[config.mk]
export PLATFORM = sky130hd
export DESIGN_NAME = i2c_master_bitbang_sequencer_unit
export DESIGN_NICKNAME = d
export VERILOG_FILES = /design/src/i2cms_pkg.sv /design/src/i2cms_wbuf.sv /design/src/i2cms_core.sv /design/src/i2c_master_bitbang_sequencer_unit.sv
export SDC_FILE = /design/constraint.sdc
export NUM_CORES = 1
export LEC_CHECK = 0
export ABC_AREA = 0
export BUFFER_PORTS_ARGS = -buffer_cell sky130_fd_sc_hd__buf_2
export CORE_MARGIN = 2
export CORE_UTILIZATION = 35
export CTS_CLUSTER_DIAMETER = 60
export CTS_CLUSTER_SIZE = 8
export DETAILED_ROUTE_END_ITERATION = 16
export GPL_ROUTABILITY_DRIVEN = 0
export GPL_TIMING_DRIVEN = 0
export SLEW_MARGIN = 10
export SYNTH_ARGS = -nofsm -noshare
export SYNTH_HDL_FRONTEND = slang
export SYNTH_SLANG_ARGS = --single-unit
[constraint.sdc]
create_clock -name clk -period 7.8 [get_ports clk]
set_input_delay 1.56 -clock clk [delete_from_list [all_inputs] [get_ports clk]]
set_output_delay 1.56 -clock clk [all_outputs]
set_load 0.005 [all_outputs]
[src/i2cms_pkg.sv]
package i2cms_pkg;

  localparam int WRITE_DEPTH = 16;
  localparam int BUF_IDX_W = (WRITE_DEPTH > 1) ? $clog2(WRITE_DEPTH) : 1;
  localparam int BUF_FILL_W = $clog2(WRITE_DEPTH + 1);

  localparam int BYTE_BITS = 8;
  localparam int BIT_CNT_W = 4;

  localparam logic [1:0] ACT_LOAD = 2'd0;
  localparam logic [1:0] ACT_START = 2'd1;
  localparam logic [1:0] ACT_TICK = 2'd2;

  localparam logic [1:0] OP_READ = 2'd0;
  localparam logic [1:0] OP_WRITE = 2'd1;
  localparam logic [1:0] OP_DETECT = 2'd2;

  typedef struct packed {
    logic [1:0] action;
    logic [1:0] operation;
    logic [6:0] device_address;
    logic [7:0] register_offset;
    logic [7:0] byte_count;
    logic [7:0] write_byte;
    logic       sda_in;
  } in_item_t;

  typedef struct packed {
    logic       scl_out;
    logic       sda_out;
    logic [7:0] read_byte;
    logic       read_valid;
    logic       read_last;
    logic       busy_res;
    logic       done_res;
    logic       failed;
  } out_item_t;

  typedef struct packed {
    logic load;
    logic clear;
  } buf_ctl_t;

endpackage

[src/i2cms_wbuf.sv]
module i2cms_wbuf (
  input  logic                            clk,
  input  logic                            rst,
  input  i2cms_pkg::buf_ctl_t             ctl,
  input  logic [7:0]                      wdata,
  input  logic [i2cms_pkg::BUF_IDX_W-1:0] rd_index,
  output logic [7:0]                      rd_data,
  output logic                            full
);

  logic [7:0]                       mem [i2cms_pkg::WRITE_DEPTH];
  logic [i2cms_pkg::BUF_FILL_W-1:0] fill;

  assign full = (fill == i2cms_pkg::BUF_FILL_W'(i2cms_pkg::WRITE_DEPTH));
  assign rd_data = mem[rd_index];

  always_ff @(posedge clk) begin
    if (rst) begin
      fill <= '0;
    end else if (ctl.clear) begin
      fill <= '0;
    end else if (ctl.load && !full) begin
      fill <= fill + 1'b1;
    end
  end

  always_ff @(posedge clk) begin
    if (ctl.load && !full) begin
      mem[fill[i2cms_pkg::BUF_IDX_W-1:0]] <= wdata;
    end
  end

endmodule

[src/i2cms_core.sv]
module i2cms_core (
  input  logic                            clk,
  input  logic                            rst,
  input  logic                            accept,
  input  i2cms_pkg::in_item_t             item,
  input  logic [7:0]                      buf_data,
  input  logic                            buf_full,
  output i2cms_pkg::buf_ctl_t             buf_ctl,
  output logic [i2cms_pkg::BUF_IDX_W-1:0] buf_index,
  output i2cms_pkg::out_item_t            res
);

  typedef enum logic [4:0] {
    PH_IDLE, PH_ST_SDA1, PH_ST_SCL1, PH_ST_SDA0, PH_ST_SCL0,
    PH_TX_LOW, PH_TX_DATA, PH_TX_HIGH,
    PH_AK_LOW, PH_AK_REL, PH_AK_HIGH, PH_AK_SAMPLE,
    PH_RX_LOW, PH_RX_HIGH,
    PH_NK_SDA1, PH_NK_SCL1, PH_NK_SCL0,
    PH_MA_SCL0, PH_MA_SDA0, PH_MA_SCL1, PH_MA_SCL0B, PH_MA_SDA1,
    PH_SP_SDA0, PH_SP_SCL0, PH_SP_SCL1, PH_SP_SDA1
  } phase_t;

  typedef enum logic [1:0] {
    STG_ADDR_W, STG_OFFSET, STG_ADDR_R, STG_DATA
  } stage_t;

  localparam logic [i2cms_pkg::BIT_CNT_W-1:0] BYTE_END =
    i2cms_pkg::BIT_CNT_W'(i2cms_pkg::BYTE_BITS);
  localparam logic [8:0] DEPTH_9 = 9'(i2cms_pkg::WRITE_DEPTH);

  phase_t                             phase, phase_next;
  stage_t                             stage, stage_next;
  logic [i2cms_pkg::BIT_CNT_W-1:0]    bit_index, bit_index_next;
  logic [7:0]                         shift_value, shift_value_next;
  logic [7:0]                         byte_index, byte_index_next;
  logic [1:0]                         current_operation, current_operation_next;
  logic [6:0]                         saved_address, saved_address_next;
  logic [7:0]                         saved_offset, saved_offset_next;
  logic [7:0]                         saved_count, saved_count_next;
  logic                               scl_level, scl_level_next;
  logic                               sda_level, sda_level_next;
  logic                               stop_fails, stop_fails_next;

  logic [8:0] write_len;
  logic [8:0] read_len;
  logic [7:0] data_index;
  logic       data_more;
  logic       rx_last;
  logic [7:0] rx_shift;

  assign write_len = ({1'b0, saved_count} < DEPTH_9) ? {1'b0, saved_count} : DEPTH_9;
  assign read_len = (saved_count == 8'd0) ? 9'd1 : {1'b0, saved_count};
  assign data_index = (stage == STG_OFFSET) ? 8'd0 : byte_index + 8'd1;
  assign data_more = ({1'b0, data_index} < write_len);
  assign buf_index = data_index[i2cms_pkg::BUF_IDX_W-1:0];
  assign rx_last = (({1'b0, byte_index} + 9'd1) >= read_len);
  assign rx_shift = (bit_index != '0) ? {shift_value[6:0], item.sda_in} : shift_value;

  always_comb begin
    phase_next = phase;
    stage_next = stage;
    bit_index_next = bit_index;
    shift_value_next = shift_value;
    byte_index_next = byte_index;
    current_operation_next = current_operation;
    saved_address_next = saved_address;
    saved_offset_next = saved_offset;
    saved_count_next = saved_count;
    scl_level_next = scl_level;
    sda_level_next = sda_level;
    stop_fails_next = stop_fails;
    buf_ctl = '0;
    res = '0;

    case (item.action)
      i2cms_pkg::ACT_LOAD: begin
        buf_ctl.load = accept && (phase == PH_IDLE) && !buf_full;
      end
      i2cms_pkg::ACT_START: begin
        if (phase == PH_IDLE && item.operation <= i2cms_pkg::OP_DETECT) begin
          current_operation_next = item.operation;
          saved_address_next = item.device_address;
          saved_offset_next = item.register_offset;
          saved_count_next = item.byte_count;
          buf_ctl.clear = accept && (item.operation == i2cms_pkg::OP_WRITE);
          byte_index_next = '0;
          bit_index_next = '0;
          stage_next = STG_ADDR_W;
          stop_fails_next = 1'b0;
          phase_next = PH_ST_SDA1;
        end
      end
      i2cms_pkg::ACT_TICK: begin
        case (phase)
          PH_ST_SDA1: begin sda_level_next = 1'b1; phase_next = PH_ST_SCL1; end
          PH_ST_SCL1: begin scl_level_next = 1'b1; phase_next = PH_ST_SDA0; end
          PH_ST_SDA0: begin sda_level_next = 1'b0; phase_next = PH_ST_SCL0; end
          PH_ST_SCL0: begin
            scl_level_next = 1'b0;
            bit_index_next = '0;
            phase_next = PH_TX_LOW;
            if (stage == STG_ADDR_R) begin
              shift_value_next = {saved_address, 1'b1};
              stage_next = STG_ADDR_R;
            end else begin
              shift_value_next = {saved_address, 1'b0};
              stage_next = STG_ADDR_W;
            end
          end
          PH_TX_LOW: begin scl_level_next = 1'b0; phase_next = PH_TX_DATA; end
          PH_TX_DATA: begin
            sda_level_next = shift_value[7];
            shift_value_next = {shift_value[6:0], 1'b0};
            phase_next = PH_TX_HIGH;
          end
          PH_TX_HIGH: begin
            scl_level_next = 1'b1;
            bit_index_next = bit_index + 1'b1;
            phase_next = (bit_index_next >= BYTE_END) ? PH_AK_LOW : PH_TX_LOW;
          end
          PH_AK_LOW: begin scl_level_next = 1'b0; phase_next = PH_AK_REL; end
          PH_AK_REL: begin sda_level_next = 1'b1; phase_next = PH_AK_HIGH; end
          PH_AK_HIGH: begin scl_level_next = 1'b1; phase_next = PH_AK_SAMPLE; end
          PH_AK_SAMPLE: begin
            scl_level_next = 1'b0;
            if (item.sda_in) begin
              stop_fails_next = 1'b1;
              phase_next = PH_SP_SDA0;
            end else begin
              case (stage)
                STG_ADDR_W: begin
                  if (current_operation == i2cms_pkg::OP_DETECT) begin
                    stop_fails_next = 1'b0;
                    phase_next = PH_SP_SDA0;
                  end else begin
                    shift_value_next = saved_offset;
                    stage_next = STG_OFFSET;
                    bit_index_next = '0;
                    phase_next = PH_TX_LOW;
                  end
                end
                STG_ADDR_R: begin
                  byte_index_next = '0;
                  bit_index_next = '0;
                  shift_value_next = '0;
                  phase_next = PH_RX_LOW;
                end
                default: begin
                  if (stage == STG_OFFSET && current_operation == i2cms_pkg::OP_READ) begin
                    stage_next = STG_ADDR_R;
                    phase_next = PH_ST_SDA1;
                  end else begin
                    byte_index_next = data_index;
                    if (data_more) begin
                      shift_value_next = buf_data;
                      stage_next = STG_DATA;
                      bit_index_next = '0;
                      phase_next = PH_TX_LOW;
                    end else begin
                      stop_fails_next = 1'b0;
                      phase_next = PH_SP_SDA0;
                    end
                  end
                end
              endcase
            end
          end
          PH_RX_LOW: begin
            scl_level_next = 1'b0;
            shift_value_next = rx_shift;
            if (bit_index >= BYTE_END) begin
              res.read_byte = rx_shift;
              res.read_valid = 1'b1;
              if (rx_last) begin
                res.read_last = 1'b1;
                phase_next = PH_NK_SDA1;
              end else begin
                byte_index_next = byte_index + 8'd1;
                phase_next = PH_MA_SCL0;
              end
            end else begin
              phase_next = PH_RX_HIGH;
            end
          end
          PH_RX_HIGH: begin
            scl_level_next = 1'b1;
            bit_index_next = bit_index + 1'b1;
            phase_next = PH_RX_LOW;
          end
          PH_NK_SDA1: begin sda_level_next = 1'b1; phase_next = PH_NK_SCL1; end
          PH_NK_SCL1: begin scl_level_next = 1'b1; phase_next = PH_NK_SCL0; end
          PH_NK_SCL0: begin
            scl_level_next = 1'b0;
            stop_fails_next = 1'b0;
            phase_next = PH_SP_SDA0;
          end
          PH_MA_SCL0: begin scl_level_next = 1'b0; phase_next = PH_MA_SDA0; end
          PH_MA_SDA0: begin sda_level_next = 1'b0; phase_next = PH_MA_SCL1; end
          PH_MA_SCL1: begin scl_level_next = 1'b1; phase_next = PH_MA_SCL0B; end
          PH_MA_SCL0B: begin scl_level_next = 1'b0; phase_next = PH_MA_SDA1; end
          PH_MA_SDA1: begin
            sda_level_next = 1'b1;
            bit_index_next = '0;
            shift_value_next = '0;
            phase_next = PH_RX_LOW;
          end
          PH_SP_SDA0: begin sda_level_next = 1'b0; phase_next = PH_SP_SCL0; end
          PH_SP_SCL0: begin scl_level_next = 1'b0; phase_next = PH_SP_SCL1; end
          PH_SP_SCL1: begin scl_level_next = 1'b1; phase_next = PH_SP_SDA1; end
          PH_SP_SDA1: begin
            sda_level_next = 1'b1;
            res.done_res = 1'b1;
            res.failed = stop_fails;
            stop_fails_next = 1'b0;
            phase_next = PH_IDLE;
          end
          default: begin
            phase_next = PH_IDLE;
          end
        endcase
      end
      default: begin
      end
    endcase

    res.scl_out = scl_level_next;
    res.sda_out = sda_level_next;
    res.busy_res = (phase_next != PH_IDLE);
  end

  always_ff @(posedge clk) begin
    if (rst) begin
      phase <= PH_IDLE;
      stage <= STG_ADDR_W;
      bit_index <= '0;
      shift_value <= '0;
      byte_index <= '0;
      current_operation <= '0;
      saved_address <= '0;
      saved_offset <= '0;
      saved_count <= '0;
      scl_level <= 1'b1;
      sda_level <= 1'b1;
      stop_fails <= 1'b0;
    end else if (accept) begin
      phase <= phase_next;
      stage <= stage_next;
      bit_index <= bit_index_next;
      shift_value <= shift_value_next;
      byte_index <= byte_index_next;
      current_operation <= current_operation_next;
      saved_address <= saved_address_next;
      saved_offset <= saved_offset_next;
      saved_count <= saved_count_next;
      scl_level <= scl_level_next;
      sda_level <= sda_level_next;
      stop_fails <= stop_fails_next;
    end
  end

endmodule

[src/i2c_master_bitbang_sequencer_unit.sv]
// Channel  Direction  Handshake             Payload
// in       input      in_valid / in_ready   in_data (in_item_t)
// out      output     out_valid / out_ready out_data (out_item_t)
//
// Every request yields one result, registered in the cycle after it is taken.
// A new request is taken each cycle while the result register is empty or being drained.
// When out_ready stays low, the held result blocks further requests.
// Synchronous reset idles the sequencer with both lines released and an empty write buffer.
module i2c_master_bitbang_sequencer_unit (
  input  logic                 clk,
  input  logic                 rst,
  input  logic                 in_valid,
  output logic                 in_ready,
  input  i2cms_pkg::in_item_t  in_data,
  output logic                 out_valid,
  input  logic                 out_ready,
  output i2cms_pkg::out_item_t out_data
);

  logic                            accept;
  i2cms_pkg::buf_ctl_t             buf_ctl;
  logic [i2cms_pkg::BUF_IDX_W-1:0] buf_index;
  logic [7:0]                      buf_data;
  logic                            buf_full;
  i2cms_pkg::out_item_t            res_next;

  assign in_ready = !out_valid || out_ready;
  assign accept = in_valid && in_ready;

  i2cms_core u_core (
    .clk      (clk),
    .rst      (rst),
    .accept   (accept),
    .item     (in_data),
    .buf_data (buf_data),
    .buf_full (buf_full),
    .buf_ctl  (buf_ctl),
    .buf_index(buf_index),
    .res      (res_next)
  );

  i2cms_wbuf u_wbuf (
    .clk     (clk),
    .rst     (rst),
    .ctl     (buf_ctl),
    .wdata   (in_data.write_byte),
    .rd_index(buf_index),
    .rd_data (buf_data),
    .full    (buf_full)
  );

  always_ff @(posedge clk) begin
    if (rst) begin
      out_valid <= 1'b0;
    end else if (accept) begin
      out_valid <= 1'b1;
    end else if (out_ready) begin
      out_valid <= 1'b0;
    end
  end

  always_ff @(posedge clk) begin
    if (accept) begin
      out_data <= res_next;
    end
  end

  a_done_not_busy: assert property (@(posedge clk) disable iff (rst)
    out_valid && out_data.done_res |-> !out_data.busy_res)
    else $error("done reported while still busy");

  a_last_needs_valid: assert property (@(posedge clk) disable iff (rst)
    out_valid && out_data.read_last |-> out_data.read_valid)
    else $error("read_last without read_valid");

  a_fail_needs_done: assert property (@(posedge clk) disable iff (rst)
    out_valid && out_data.failed |-> out_data.done_res)
    else $error("failed without done");

  a_result_follows: assert property (@(posedge clk) disable iff (rst)
    accept |=> out_valid)
    else $error("accepted request produced no result");

endmodule

==> metrics.md <==
| Metric | Value |
|---|---|
| Clock Path Buffers | `3` |
| Chip Height | `173 um` |
| Fraction of the yosys area taken by sequential cells | `54.9%` |
| Largest family of logic cells by synthesized area | `simple AND/OR/NAND/NOR gates` |
| Avg Inst Size Synth | `10.7 um^2` |
| Hold crit path type | `flip-flop to flip-flop` |
| Worst setup EP type | `flip-flop` |
| Total number of vias | `7783` |
| Top Ports | `57` |
| CTS tree | `done` |
| Slowest cell on crit path | `a221oi_1` |
| Final hold vios | `0` |
| Yosys reg bits | `204` |
| Post-route ant nets | `0` |
| Async set-or-reset flop fraction in the synthesized netlist | `0%` |
| Smallest hold slack | `453 ps` |
| Worst-Margin Slew | `1200 ps` |
| Root Buffer | `clkbuf_16` |
| Status | `finished, final reports clean` |
| Worst path cell trace | `buf_2 > buf_2 > clkbuf_1 > nand2_1 > nor2_1 > nand3_1 > xor2_1 > nor2_1 > ha_1 > and3_1 > a221oi_1 > a311oi_1 > or3_1 > clkbuf_1 > or4_1 > a21oi_1` |
| Synth Instances | `935` |
| Hpwl dp | `19500 um` |
| Arr. time, crit path | `5410 ps` |
| Fill cells | `2780` |
| Unrepaired setup endpoints after global routing | `false` |
| Largest net degree at the start of global routing | `25` |
| Tmin final | `4930 ps` |
| Hold-fix buffers, CTS | `0` |
| Register area | `0.00552 mm^2` |
| Die X | `173 um` |
| First-pass iteration count of the detailed router | `5` |
| Clk sinks | `204` |
| Compound-Gate Fraction of Synth Area | `16.1%` |
| Fraction of layout cells with a size suffix above 1 | `14.1%` |
| CP required | `8280 ps` |
| Antenna diode count | `0` |
| Cell leakage power | `3.93 nW` |
| Core area | `0.0285 mm^2` |
| Final net count | `1089` |
| Area growth syn-to-layout | `17.1%` |
| Postcts setup bufs | `0` |
| Number of synthesized flops with an enable pin | `143` |
| Final setup violation count | `0` |
| Netlist cell types | `79` |
| Final Cycle Share | `63.1%` |
| Number of global-route vias before repair | `7517` |
| Die area | `0.0301 mm^2` |
| Via density | `5.43` |
| Post-synthesis xor/xnor area fraction | `1.13%` |
| Crit Path Max Fanout | `10` |
| Peak supply drop | `186 uV` |
| Cell area after synthesis | `0.0100 mm^2` |
| Post-synthesis mux area share | `4.15%` |
| Port Buf Inserts | `54` |
| Yosys warnings | `0` |
| Maxcap violations | `0` |
| Post-route setup TNS | `0 ps` |
| Max frequency | `203 MHz` |
| Area of the multi-input gates | `0.00415 mm^2` |
| Total CTS buffers | `31` |
| Total Routing Usage GR | `17.9%` |
| Post-Synth Simple-Gate Area | `16.5%` |
| Headroom to the max-slew limit | `20.1%` |
| Top_reg_cell synth | `edfxtp_1` |
| Clock transition at the registers of the reported paths | `60 ps` |
| Post-Synth Adder-Cell Area | `3.11%` |
| Initial core utilization | `35.3%` |
| Fin Clk Skew | `25.5 ps` |
| Drt total wl | `27400 um` |
| Worst skew pair latency | `570 ps` |
| Worst setup SP type | `flip-flop` |
| First-pass GRT wire length | `42600 um` |
| Critical Path Max Stage Delay | `620 ps` |
| # DRC | `0` |
| Grt total ovfl | `0` |
| Critical path class | `flip-flop to flip-flop` |
| H-tree level count | `1` |
| Post-CTS resize count | `0` |
| Antenna violations before repair | `0` |
| Final Slew Violations | `0` |
| PD cells | `217 mW/mm^2` |
| DR iter-0 viols | `756` |
| WL per Instance | `19.1 um` |
| Std cell rows | `62` |
==> worst max-delay path, delay by kind of cell (launching register included) <==
| family | cells | cell delay (ps) |
|---|---|---|
| simple gates | 7 | 1700 |
| fa+ha+maj | 1 | 260 |
| flops | 1 | 400 |
| xor+xnor | 1 | 190 |
| buf+inv | 4 | 1290 |
| compound gates | 3 | 980 |
==> sequential cells by signal, summed over array words and instances (netlist names), 2 cells and up <==
signal	flops
u_core.shift_value	8
u_core.saved_offset	8
u_core.saved_count	8
u_core.saved_address	7
u_core.byte_index	8
u_core.bit_index	4
u_wbuf.fill	5
u_core.phase	5
u_core.current_operation	2
out_data	15
u_core.stage	2
u_wbuf.mem	128
==> cell usage in the layout, fill, tap and decap left out, drive strengths merged, types with 7 or more instances in the layout <==
master and count:
clkbuf 93, a31oi 11, a311oi 12, buf 77, mux2i 18, nand2b 26
a211oi 27, nand2 115, nand4 8, o21a 11, nor2b 12, mux4 8
ha 25, edfxtp 143, nor3 26, nor2 60, inv 36, a222oi 8
a21oi 65, dfxtp 61, nand3 24, xor2 7, o21ai 36, and2 11
or3 16
==> stage by stage <==
stage	instance area, um^2	util [%]	cells	setup slack, ps	total power [mW]
after floorplan	10100	-	937	4070	1.26
final	11800	41.3	1433	2870	2.55
after global routing	11800	41.3	1433	2550	2.63
after CTS	11800	41.3	1433	2910	2.57
after global placement	10800	37.9	1375	2980	1.31
after detailed placement	10800	38.0	1375	2930	1.31
==> area by class of cell <==
type	instances	area share, %
Sequential cell	204	46.9
Multi-Input combinational cell	635	35.3
Clock buffer	54	7.42
Tap cell	384	4.09
Buffer	62	2.33
Timing Repair Buffer	54	2.30
Inverter	36	1.15
Clock inverter	4	0.543
==> worst paths after layout <==
kind,cells past startpoint,start,slack [ps],to
setup / recovery,16,u_core.byte_index[0]$_SDFFE_PP0P_,2870,u_core.bit_index[2]$_SDFFE_PP0P_
hold / removal,2,u_core.saved_address[2]$_SDFFE_PP0P_,450,u_core.saved_address[2]$_SDFFE_PP0P_
setup reg to reg,16,u_core.byte_index[0]$_SDFFE_PP0P_,2870,u_core.bit_index[2]$_SDFFE_PP0P_
hold reg to reg,2,u_core.saved_address[2]$_SDFFE_PP0P_,450,u_core.saved_address[2]$_SDFFE_PP0P_
==> power by group <==
group / internal (mW) / switching, mW / total (mW)
Clock: 0.783 / 0.476 / 1.26
Combinational: 0.0374 / 0.0761 / 0.113
Sequential: 1.17 / 0.00565 / 1.18
==> cells by family (layout without fill, tap and decap cells) <==
group	after synthesis	count (layout)
XOR/XNOR	13	13
buffers and inverters	98	210
AO/OA/AOI/OAI	233	233
flip-flops	204	204
multiplexers	31	31
adder cells (fa/ha/maj)	25	25
other	1	3
AND/OR/NAND/NOR	330	330
==> layer usage <==
| layer | vias to the layer above | routed length, um | track usage, % |
|---|---|---|---|
| li1 | 3691 | - | - |
| met1 | 3758 | 11800 | 24.2 |
| met2 | 273 | 13000 | 30.1 |
| met3 | 61 | 1670 | 2.32 |
| met4 | 0 | 912 | 5.69 |
| met5 | - | 0 | 0 |
==> synthesized netlist by cell type (all sizes together) (5+ instances only) <==
| library cell | instances | area (um^2) |
|---|---|---|
| edfxtp | 143 | 4290 |
| nand2 | 115 | 432 |
| a21oi | 65 | 325 |
| dfxtp | 61 | 1220 |
| nor2 | 60 | 228 |
| clkbuf | 39 | 148 |
| o21ai | 36 | 180 |
| inv | 35 | 131 |
| a211oi | 27 | 208 |
| nand2b | 26 | 163 |
| nor3 | 26 | 146 |
| ha | 25 | 313 |
| nand3 | 24 | 120 |
| buf | 23 | 126 |
| mux2i | 18 | 180 |
| or3 | 16 | 100 |
| a311oi | 12 | 123 |
| nor2b | 12 | 75.1 |
| a31oi | 11 | 68.8 |
| and2 | 11 | 68.8 |
| o21a | 11 | 82.6 |
| a222oi | 8 | 80.1 |
| mux4 | 8 | 180 |
| nand4 | 8 | 50.1 |
| xor2 | 7 | 61.3 |
| a211o | 6 | 52.6 |
| o221ai | 6 | 52.6 |
| o311ai | 6 | 52.6 |
| xnor2 | 6 | 52.6 |
| a2111oi | 5 | 53.8 |
| a21o | 5 | 37.5 |
| a31o | 5 | 43.8 |
| mux2 | 5 | 56.3 |
| nor3b | 5 | 37.5 |
| o211ai | 5 | 37.5 |
Power figures use the tool's default switching activity.
